**src/hdl/sida_pkg.sv**
```systemverilog
// Shared types and constants for the signed integer to decimal ASCII converter.
// Used by sida_ctrl, sida_datapath and the top level; depends on nothing.
`default_nettype none

package sida_pkg;

   localparam int unsigned VALUE_W = 32;
   localparam int unsigned CHAR_W  = 7;
   localparam int unsigned DIGIT_W = 4;
   localparam int unsigned POWER_W = 4;
   localparam int unsigned WEIGHT_W = 34;

   localparam logic [CHAR_W-1:0]  CHAR_ZERO  = 7'h30;
   localparam logic [CHAR_W-1:0]  CHAR_MINUS = 7'h2D;
   localparam logic [CHAR_W-1:0]  CHAR_NINE  = 7'h39;
   localparam logic [POWER_W-1:0] TOP_POWER  = 4'd9;
   localparam logic [DIGIT_W-1:0] MAX_DIGIT  = 4'd9;

   // Commands from the controller to the datapath.
   typedef struct packed {
      logic load;
      logic wr_sign;
      logic step;
   } cmd_type;

   // Status from the datapath to the controller.
   typedef struct packed {
      logic in_negative;
      logic emit;
      logic final_digit;
   } sts_type;

   // Digit d times ten to the power k, wide enough for 9 * 10^9.
   function automatic logic [WEIGHT_W-1:0] digit_weight(input logic [POWER_W-1:0] k,
                                                        input logic [DIGIT_W-1:0] d);
      logic [WEIGHT_W-1:0] base;
      case (k)
         4'd0: base = 34'd1;
         4'd1: base = 34'd10;
         4'd2: base = 34'd100;
         4'd3: base = 34'd1000;
         4'd4: base = 34'd10000;
         4'd5: base = 34'd100000;
         4'd6: base = 34'd1000000;
         4'd7: base = 34'd10000000;
         4'd8: base = 34'd100000000;
         4'd9: base = 34'd1000000000;
         default: base = 34'd1;
      endcase
      return WEIGHT_W'(base * {{(WEIGHT_W-DIGIT_W){1'b0}}, d});
   endfunction

endpackage

`default_nettype wire

```
**src/hdl/sida_ctrl.sv**
```systemverilog
// Controller: sequences sign and digit steps and owns the result valid flag.
// Depends on sida_pkg; commands sida_datapath through sida_pkg::cmd_type.
`default_nettype none

module sida_ctrl (
   input  wire logic               clock,
   input  wire logic               reset,
   input  wire logic               req_valid,
   output logic                    req_ready,
   output logic                    rsp_valid,
   input  wire logic               rsp_ready,
   input  wire sida_pkg::sts_type  sts,
   output sida_pkg::cmd_type       cmd
);

   typedef enum logic [1:0] {
      ST_IDLE,
      ST_SIGN,
      ST_DIGITS
   } state_type;

   state_type state_ff, state_in;
   logic      rsp_valid_ff, rsp_valid_in;
   logic      out_free;

   // The result register can take a new character if empty or being drained.
   assign out_free  = !rsp_valid_ff || rsp_ready;
   assign req_ready = (state_ff == ST_IDLE);

   always_comb begin
      cmd      = '0;
      state_in = state_ff;
      case (state_ff)
         ST_IDLE: begin
            if (req_valid) begin
               cmd.load = 1'b1;
               state_in = sts.in_negative ? ST_SIGN : ST_DIGITS;
            end
         end
         ST_SIGN: begin
            if (out_free) begin
               cmd.wr_sign = 1'b1;
               state_in    = ST_DIGITS;
            end
         end
         ST_DIGITS: begin
            // A leading zero is skipped without waiting for the result register.
            if (out_free || !sts.emit) begin
               cmd.step = 1'b1;
               if (sts.final_digit) begin
                  state_in = ST_IDLE;
               end
            end
         end
         default: begin
            state_in = ST_IDLE;
         end
      endcase
   end

   always_comb begin
      if (cmd.wr_sign || (cmd.step && sts.emit)) begin
         rsp_valid_in = 1'b1;
      end else if (rsp_ready) begin
         rsp_valid_in = 1'b0;
      end else begin
         rsp_valid_in = rsp_valid_ff;
      end
   end

   always_ff @(posedge clock) begin
      if (reset) begin
         state_ff     <= ST_IDLE;
         rsp_valid_ff <= 1'b0;
      end else begin
         state_ff     <= state_in;
         rsp_valid_ff <= rsp_valid_in;
      end
   end

   assign rsp_valid = rsp_valid_ff;

endmodule

`default_nettype wire

```
**config.mk**
```make
export PLATFORM = sky130hd
export DESIGN_NAME = sida_ctrl
export DESIGN_NICKNAME = d
export VERILOG_FILES = /design/src/hdl/sida_pkg.sv /design/src/hdl/sida_ctrl.sv
export SDC_FILE = /design/constraint.sdc
export NUM_CORES = 1
export LEC_CHECK = 0
export BUFFER_PORTS_ARGS = -buffer_cell sky130_fd_sc_hd__buf_2
export CORE_AREA = 2 2 39 41
export CTS_CLUSTER_DIAMETER = 40
export DETAILED_ROUTE_END_ITERATION = 6
export DIE_AREA = 0 0 41 43
export PLACE_DENSITY_LB_ADDON = 0.1
export SLEW_MARGIN = 40
export SYNTH_ARGS = -nofsm -noshare
export SYNTH_HDL_FRONTEND = slang
export SYNTH_SLANG_ARGS = --single-unit
```
**constraint.sdc**
```tcl
create_clock -name clock -period 1.05 [get_ports clock]
set_input_delay 0 -clock clock [delete_from_list [all_inputs] [get_ports clock]]
set_output_delay 0 -clock clock [all_outputs]
set_load 0.03 [all_outputs]
```
# Yosys cells after proc, flatten, opt, wreduce, memory -nomap -nowiden

Index checks and enable logic that the tools add are counted.
W data, S select, Z words.

Mux-type cells: 14
Reductions and logical operators: 9
Equality and inequality tests: 6

Operators by type and width:

| operator             | count |
|---|---|
| $mux W2              | 5 |
| $mux W1              | 8 |
| $ne A2 B2 Y1 const B | 4 |
| $pmux W2 S3          | 1 |
| $reduce_and A4 Y1    | 1 |
| $logic_or A1 B1 Y1   | 3 |
| $eq A2 B1 Y1 const B | 1 |
| $eq A2 B2 Y1 const B | 1 |
| $logic_not A1 Y1     | 2 |
| $logic_not A2 Y1     | 1 |
| $reduce_bool A2 Y1   | 1 |
| $logic_and A1 B1 Y1  | 1 |

Register bits after elaboration: 3
Output and inout bits: 5
Logic and storage cells: 31

# Depth between registers and ports, before layout

Gate-level depths: netlist (run 1).

Depth after elaboration: 8
Mapped depth: 3
Depth with buffers taken out: 3

# Worst setup path before layout (run 1)

Ideal clock, no wire load.

Path type: register to output
Start: register state_ff[0]
End: output port cmd[2] (netlist bit)
Setup slack: -125 ps
Arrival: 1175 ps
Stages on the path, launching flop included: 3
Path buffers: 0
Path through: dfxtp_1 > nor2_1 > and2_1

RTL lines:

| what                     | RTL line        | source |
|---|---|---|
| start: declaration       | sida_ctrl.sv:22 | `state_type state_ff, state_in;` |
| start signal: assignment | sida_ctrl.sv:76 | `state_ff <= state_in;` |
| end: declaration         | sida_ctrl.sv:13 | `output sida_pkg::cmd_type cmd` |

==> results by group, run 1 <==
Synthesis
  • Seq cells post-synth: 3
  • Seq/Total Area, Yosys: 31.6%
  • Yosys cell types: 14
  • Synth Cell Area: 190 um2
  • Synth Warn #: 0
  • Mapped Nets: 28
  • Syn Inst Count: 21
  • Synth Area per Inst: 9.06 um2

Clock tree
  • CTS Buffer Depth: 2
  • Num CTS Buffers: 3
  • Root Driver: clkbuf_4
  • Clock sink count: 3
  • Clk Latency, worst-skew pair: 0.23 ns
  • Clock-pin slew on the worst setup and hold paths: 0.04 ns
  • CTS tree: built
  • Number of H-tree levels: 1

Route
  • Drt total wl: 524 um
  • Wirelength per Cell: 9.89 um
  • DR vias: 205
  • Vias/cell: 3.87
  • Post-route ant nets: 0
  • TritonRoute pass-1 iters: 2
  • DRT iter0 DRCs: 4
  • DRC violations left: 0

Worst setup path
  • Crit Path Class: reg2out
  • Crit path capture type: output port
  • Reg-to-reg startpoint: rsp_valid
  • Reg2reg end: state_ff[1]
  • Setup slack, reg-to-reg: 0.14 ns
  • CP max FO: 8
  • Critical path depth: 3
  • End of the critical path: cmd[0]
  • Worst-path cell chain: nand2b_4 -> a21oi_2 -> buf_4
  • Type of origin of the critical path: flip-flop
  • Register-to-Register Path Depth: 3
  • Worst Setup SP: state_ff[0]
  • Worst Path Required: 1.05 ns
  • CP top delay family: flip-flops
  • Crit path DAT: 1.00 ns
  • Worst Path Buf+Inv: 1
  • Worst path slowest cell: dfxtp_4
  • Slowest cell delay on critical path: 0.36 ns

STA
  • Min Tclk post-route: 1.00 ns
  • Setup violations, final: 0
  • Worst Hold Slack: 0.0400 ns
  • Max-slew violations: 0
  • Period utilization: 95.5%
  • Setup WS post-layout: 0.0473 ns
  • Maximum clock rate: 997 MHz
  • Worst-margin pin slew: 0.200 ns
  • Final Hold Fails: 0
  • Rel. slew slack: 86.6%
  • Clock Skews: 0.000354 ns

Placed design
  • GP Congestion: 0.685
  • Detail Placement HPWL: 398 um
  • Worst slack, placed: 0.123 ns
  • IO Port Bufs: 11
  • Placed cell count: 48

Global route
  • Global-route wire length before repair: 834 um
  • Initial antenna violation count: 0
  • Gr ovfl total: 0
  • Vias in the first global route: 218
  • Total GRT Usage: 7.32%
  • Largest net degree at the start of global routing: 9

Job
  • Number of max-cap violations: 0

Floorplan
  • Io pins: 12
  • Initial Util: 13.7%
  • Die area: 0.00176 mm2
  • Die width: 41 um
  • Core footprint: 0.00138 mm2
  • DIE HEIGHT: 43 um
  • Row count: 14

Pwr
  • LEAKAGE: 0.131 nW
  • Worst vdd ir: 402 uV
  • PD cells: 1430 mW/mm2
  • Overall power: 0.460 mW

Finish
  • Most frequent cells in the layout: buf_2 (8), clkbuf_4 (3), buf_4 (3)
  • Layout cells sized above 1: 59.5%
  • Antenna cells: 0
  • Final #Nets: 45
  • Layout area overhead: 69.1%
  • Fill count: 152
  • Layout Cells excl Fill: 53
  • Most common cell after layout, fill and taps aside: buf_2
  • Footprint of the multi-input gates: 136 um2
  • Sequential cell area: 66.3 um2

Status
  • Status: completed

Worst hold path
  • WHS Path Cells: 3
  • Worst min path class: in2reg
==> report_power, final <==
part	leakage [nW]	switching, mW	internal [mW]
logic	0.0899	0.0672	0.0533
clock network	0.0150	0.0623	0.143
registers	0.0261	0.0119	0.123
==> cell families (layout without fill, tap and decap cells) <==
| logic type | after synthesis | count (layout) | share of synthesized area (%) |
|---|---|---|---|
| and+or+nand+nor | 12 | 12 | 43.4 |
| DFF | 3 | 3 | 31.6 |
| buffers and inverters | 0 | 16 | 0 |
| AOI/OAI and AO/OA | 6 | 6 | 25.0 |
==> synth_stat cells, drive strengths merged <==
cell type  instances  area (um2)
a31oi              1        6.26
nor2b              1        13.8
or2                1        6.26
a21boi             1        7.51
nor2               3        11.3
dfxtp              3        60.1
a22oi              1        7.51
nand3b             2        15.0
o32ai              1        16.3
a21oi              2        10.0
nand2b             3        26.3
nand2              1        3.75
and2               1        6.26
==> worst register-to-register path, delay by kind of cell, from the launching register on <==
family	cells	cell delay, ns
flip-flops	1	0.32
AO/OA/AOI/OAI	2	0.31
AND/OR/NAND/NOR	1	0.18
==> layer usage <==
| metal | up-vias | share of wire (%) | global-route usage [%] |
|---|---|---|---|
| li1 | 106 | - | - |
| met1 | 92 | 42 | 8.65 |
| met2 | 7 | 51 | 9.69 |
| met3 | 0 | 6.7 | 1.57 |
| met4 | 0 | 0 | 8.00 |
| met5 | - | 0 | 0 |
==> state kept, by name, summed over array words and instances (netlist names) <==
register	flops
state_ff	2
rsp_valid	1
==> cell type report <==
type	count	share of cell area (%)
multi-input cells	18	42.4
repair buffers	12	22.6
flip-flops and latches	3	20.6
clock buffers	4	8.17
well taps	16	6.23
==> how the worst min path moves through the flow <==
stage               startpoint          end  slack [ns]
floorplan                reset    rsp_valid        0.06
global placement         reset    rsp_valid        0.20
detailed placement       reset    rsp_valid        0.20
CTS                     sts[2]  state_ff[0]        0.04
global route            sts[2]  state_ff[0]        0.04
finish                  sts[2]  state_ff[0]        0.04
==> through the flow <==
stage / area (um2) / TNS [ns] / utilization, %
finish: 322 / 0 / 23.2
global route: 322 / -0.0103 / 23.2
CTS: 314 / 0 / 22.7
detailed placement: 273 / 0 / 19.7
global placement: 273 / 0 / 19.7
floorplan: 198 / 0 / -
==> timing repair <==
action	4_1_cts	5_1_grt
hold endpoints to repair	1	0
setup buffers	0	0
setup endpoints to repair	3	2
hold buffers	1	0
gates resized for setup	3	5
No activity file was read; power rests on OpenSTA's default activity.
==> inputs of run 2 (changes only) <==
--- a/config.mk
+++ b/config.mk
@@ -11,6 +11,7 @@
 export DETAILED_ROUTE_END_ITERATION = 6
 export DIE_AREA = 0 0 41 43
 export PLACE_DENSITY_LB_ADDON = 0.1
+export RECOVER_POWER = 50
 export SLEW_MARGIN = 40
 export SYNTH_ARGS = -nofsm -noshare
 export SYNTH_HDL_FRONTEND = slang
==> run 2 against run 1 <==
  * Final cell count unchanged
  * Critical endpoint unchanged
  * Critical path type unchanged
  * Global-route usage stayed put
  * Non-clock buffer count is the same
==> results by group, run 2 (synthesized netlist as in run 1, its figures left out) <==
Floorplan
  • Io pins: 12
  • Core footprint: 0.00138 mm2
  • Row count: 14
  • Initial Util: 13.7%
  • Die area: 0.00176 mm2
  • Die width: 41 um
  • DIE HEIGHT: 43 um

Global route
  • Largest net degree at the start of global routing: 9
  • Vias in the first global route: 218
  • Gr ovfl total: 0
  • Total GRT Usage: 7.32%
  • Initial antenna violation count: 0
  • Global-route wire length before repair: 834 um

Pwr
  • PD cells: 1430 mW/mm2
  • Worst vdd ir: 402 uV
  • LEAKAGE: 0.126 nW

Finish
  • Fill count: 151
  • Final #Nets: 45
  • Layout Cells excl Fill: 53
  • Antenna cells: 0
  • Max reg flops: 2
  • Layout area overhead: 68.4%
  • Final core occ: 23.1%
  • Layout cells sized above 1: 56.8%
  • Most frequent cells in the layout: buf_2 (7), clkbuf_4 (3), buf_4 (3)
  • Most common cell after layout, fill and taps aside: buf_2
  • Top reg by flops: state_ff
  • Sequential cell area: 66.3 um2
  • Footprint of the multi-input gates: 136 um2

Worst setup path
  • Reg2reg end: state_ff[1]
  • Worst Path Required: 1.05 ns
  • Crit path capture type: output port
  • CP top delay family: flip-flops
  • Critical path depth: 3
  • Slowest cell delay on critical path: 0.36 ns
  • Type of origin of the critical path: flip-flop
  • Worst path slowest cell: dfxtp_4
  • CP max FO: 8
  • Register-to-Register Path Depth: 3
  • Crit path DAT: 1.00 ns
  • Worst-path cell chain: nand2b_4 -> a21oi_2 -> buf_4
  • Worst Path Buf+Inv: 1
  • Worst Setup SP: state_ff[0]
  • Reg-to-reg startpoint: rsp_valid
  • End of the critical path: cmd[0]
  • Setup slack, reg-to-reg: 0.14 ns
  • Crit Path Class: reg2out

Clock tree
  • Clk Latency, worst-skew pair: 0.23 ns
  • Num CTS Buffers: 3
  • CTS Buffer Depth: 2
  • Clock-pin slew on the worst setup and hold paths: 0.04 ns
  • Root Driver: clkbuf_4
  • Number of H-tree levels: 1
  • Clock sink count: 3
  • CTS tree: built

Placed design
  • IO Port Bufs: 11
  • GP Congestion: 0.685
  • Detail Placement HPWL: 398 um
  • Placed cell count: 48

STA
  • Worst-margin pin slew: 0.362 ns
  • Final Hold Fails: 0
  • Period utilization: 95.5%
  • Setup violations, final: 0
  • Min Tclk post-route: 1.00 ns
  • Clock Skews: 0.000499 ns
  • Max-slew violations: 0
  • Rel. slew slack: 75.9%
  • Maximum clock rate: 997 MHz

Worst hold path
  • Worst min path class: in2reg
  • HP Start: sts[2]

Route
  • Wirelength per Cell: 9.92 um
  • DRT iter0 DRCs: 3
  • DRC violations left: 0
  • DR vias: 205
  • Drt total wl: 526 um
  • Post-route ant nets: 0
  • TritonRoute pass-1 iters: 2
  • Vias/cell: 3.87

Job
  • Number of max-cap violations: 0

Status
  • Status: completed
## run 2: layer usage
layer	track usage, %	share of wire, %	routed length, um	vias up
met2	9.69	51	268	7
met5	0	0	0	-
li1	-	-	-	106
met3	1.57	6.8	36	0
met4	8.00	0	0	0
met1	8.65	42	222	92
## run 2: through the flow
stage	setup WS, ns	cell area (um2)	setup TNS, ns	hold WS [ns]	total power [mW]
after floorplan	0.0299	198	0	0.0620	0.211
after global placement	0.125	273	0	0.204	0.250
after detailed placement	0.123	273	0	0.201	0.249
after CTS	0.00400	314	0	0.0361	0.470
after global routing	-0.0103	320	-0.0103	0.0398	0.485
final	0.0473	320	0	0.0406	0.459
## run 2: where the power goes
group	internal, mW	total, mW	switching, mW
clock	0.143	0.205	0.0624
combinational	0.0523	0.119	0.0672
sequential	0.123	0.135	0.0120
## run 2: cell type report
class | instances | area share, %
multi-input combinational | 18 | 42.6
timing repair buffer | 12 | 22.3
tap | 16 | 6.25
clock buffer | 4 | 8.20
sequential | 3 | 20.7
## run 2: worst min-delay path by stage
stage	end	slack, ns	depth (start not counted)
floorplan	rsp_valid	0.06	1
global placement	rsp_valid	0.20	2
detailed placement	rsp_valid	0.20	2
CTS	state_ff[0]	0.04	3
global route	state_ff[0]	0.04	3
finish	state_ff[0]	0.04	3
## run 2: timing repair
action	CTS	global route
gates cloned	0	0
hold buffers	1	0
buffers inserted	0	0
endpoints found under the hold margin	1	0
endpoints found under the setup margin	3	2
gates resized for setup	3	5
## run 2: worst register-to-register path: stages, from the launching register on
cell and delay (ns):
dfxtp_2 0.33, nor2b_4 0.18, a21boi_1 0.10, o32ai_2 0.21
==> inputs of run 3 (changes only) <==
--- a/config.mk
+++ b/config.mk
@@ -5,6 +5,7 @@
 export SDC_FILE = /design/constraint.sdc
 export NUM_CORES = 1
 export LEC_CHECK = 0
+export ABC_AREA = 1
 export BUFFER_PORTS_ARGS = -buffer_cell sky130_fd_sc_hd__buf_2
 export CORE_AREA = 2 2 39 41
 export CTS_CLUSTER_DIAMETER = 40
==> run 3 against run 2 <==
  * Cell area grew 8.2%
  * Setup slack gained 0.017 ns
  * Wire length shrank 11%
  * Hold slack gained 0.0014 ns
  * Power grew 7.1%
  * Final cell count grew 25%
  * Synthesized cell count grew 62%
  * Synthesized area grew 9.9%
==> results by group, run 3 <==
Synthesis
  • Synth Warn #: 0
  • Syn Inst Count: 34
  • Synth Area per Inst: 6.15 um2
  • Seq cells post-synth: 3
  • Most frequent cell after synthesis: inv_1
  • Top post-synthesis cells by count: inv_1 (9), nand2_1 (6), nor2_1 (5), dfxtp_1 (3), nand3_1 (3)
  • Yosys cell types: 12
  • Post-synth EDFFs: 0
  • Seq/Total Area, Yosys: 28.7%
  • Yosys top cell area share: 28.7%
  • Cell taking the most area after synthesis: dfxtp_1
  • Mapped Nets: 41
  • Synth Flop Type: dfxtp_1
  • Synth Cell Area: 209 um2
  • Async SR Flop Fraction: 0%
  • Synth top area cells: dfxtp_1 (29%), inv_1 (16%), nand2_1 (11%)

Pwr
  • Logic pwr share: 32.8%
  • Total internal power: 0.326 mW
  • Worst vdd ir: 502 uV
  • Clk pwr share: 39.7%
  • Sequential power share: 27.5%
  • Overall power: 0.492 mW
  • LEAKAGE: 0.183 nW
  • PD cells: 1420 mW/mm2
  • Switching power: 0.166 mW
  • Sw frac: 33.7%

Worst setup path
  • Crit path capture type: output port
  • CP max FO: 4
  • Register-to-Register Path Depth: 5
  • Reg-to-reg startpoint: state_ff[1]
  • Crit path DAT: 0.99 ns
  • Worst Path Required: 1.05 ns
  • Worst Setup SP: state_ff[1]
  • Crit Path Class: reg2out
  • Type of origin of the critical path: flip-flop

STA
  • RSZ-0062 raised after global routing: yes
  • Clock Skews: 0.000925 ns
  • Final Hold Fails: 0
  • Max-slew violations: 0
  • Maximum clock rate: 1010 MHz
  • Setup WS post-layout: 0.0640 ns
  • Period utilization: 93.9%
  • Rel. slew slack: 75.8%
  • Worst-margin pin slew: 0.364 ns
  • Setup violations, final: 0
  • Min Tclk post-route: 0.986 ns

Finish
  • Final #Nets: 58
  • Layout cells sized above 1: 48.0%
  • Top reg by flops: state_ff
  • Most frequent cells in the layout: inv_1 (9), buf_2 (7), nand2_1 (5)
  • Fill count: 164
  • Max reg flops: 2
  • Antenna cells: 0
  • Layout area overhead: 65.9%
  • Layout Cells excl Fill: 66
  • Most common cell after layout, fill and taps aside: inv_1

Clock tree
  • Clock sink count: 3
  • Num CTS Buffers: 3
  • CTS Buffer Depth: 2
  • Post-CTS Setup Bufs: 0
  • Number of H-tree levels: 1
  • CTS tree: built
  • Clock-pin slew on the worst setup and hold paths: 0.03 ns
  • Root Driver: clkbuf_4
  • Clk Latency, worst-skew pair: 0.23 ns

Floorplan
  • DIE HEIGHT: 43 um
  • Core footprint: 0.00138 mm2
  • Die area: 0.00176 mm2
  • Io pins: 12
  • Initial Util: 15.1%
  • Row count: 14
  • Die width: 41 um

Route
  • DRC violations left: 0
  • Drt total wl: 469 um
  • DR vias: 236
  • Post-route ant nets: 0
  • Wirelength per Cell: 7.11 um
  • Vias/cell: 3.58
  • TritonRoute pass-1 iters: 3
  • DRT iter0 DRCs: 4

Placed design
  • IO Port Bufs: 11
  • Detail Placement HPWL: 415 um
  • GP Congestion: 0.554
  • Placed cell count: 61
  • Worst slack, placed: 0.0915 ns

Global route
  • Vias in the first global route: 200
  • Global-route wire length before repair: 683 um
  • Total GRT Usage: 6.12%
  • Largest net degree at the start of global routing: 5
  • Gr ovfl total: 0
  • Initial antenna violation count: 0

Worst hold path
  • HP Start: sts[1]
  • WHS Path Cells: 3
  • Worst min path class: in2reg

Status
  • Status: completed

Job
  • Number of max-cap violations: 0
==> run 3: changes by cell type after synthesis, sizes merged, moves of 2 or more <==
cell / before / now
nand3b: 2 / 0
nand2b: 3 / 0
nand3: 0 / 4
inv: 0 / 10
nand2: 1 / 7
nor2: 3 / 8
==> run 3: area by class of cell <==
| cell class | instances | area, um2 | area share (%) |
|---|---|---|---|
| clock buffer | 4 | 26.3 | 7.58 |
| inverter | 10 | 37.5 | 10.8 |
| multi-input combinational | 21 | 126 | 36.5 |
| sequential | 3 | 65.1 | 18.8 |
| tap | 16 | 20.0 | 5.78 |
| timing repair buffer | 12 | 71.3 | 20.6 |
==> run 3: worst paths after layout <==
| check | endpoint | slack (ns) |
|---|---|---|
| worst min-delay path | rsp_valid | 0.04 |
| worst max-delay path | cmd[2] | 0.06 |
| worst max register to register | state_ff[0] | 0.08 |
| worst min register to register | state_ff[1] | 0.52 |
==> run 3: critical path: stages (launching register included) <==
cell and delay (ns):
dfxtp_1 0.31, inv_2 0.11, nand2_2 0.09, nor2_1 0.09, buf_4 0.16
==> run 3: metrics by stage <==
stage	TNS [ns]	utilization (%)	cell area (um2)	hold slack, ns
floorplan	0	-	210	0.0620
global placement	0	20.6	285	0.211
detailed placement	0	20.6	285	0.203
CTS	0	23.4	324	0.0395
global route	-0.0132	25.0	347	0.0463
finish	0	25.0	347	0.0420
==> run 3: layer usage <==
layer  global-route usage, %  share of wire [%]  up-vias
li1                        -                  -      134
met1                    7.07                 42       96
met2                    8.44                 50        6
met3                    1.57                7.7        0
met4                    6.00                  0        0
met5                       0                  0        -
==> run 3: cells by family after synthesis <==
kind of cell    after synthesis  synth area share [%]
flops                         3                  28.7
buf+inv                      10                  18.0
simple gates                 19                  46.1
compound gates                2                  7.19
==> run 3: repair_timing <==
action | CTS | global route
setup endpoints to repair | 1 | 5
gates resized for setup | 1 | 11
hold buffers | 1 | 0
endpoints found under the hold margin | 2 | 0
gates cloned | 0 | 0
pin swaps | 0 | 1
==> run 3: power groups by stage <==
| stage | Sequential (mW) | Clock, mW | Combinational [mW] |
|---|---|---|---|
| 2_1_floorplan | 0.140 | 0 | 0.101 |
| 3_3_place_gp | 0.135 | 0 | 0.151 |
| 3_5_place_dp | 0.134 | 0 | 0.149 |
| 4_1_cts | 0.133 | 0.209 | 0.154 |
| 5_1_grt | 0.137 | 0.210 | 0.180 |
| 6_report | 0.135 | 0.195 | 0.161 |
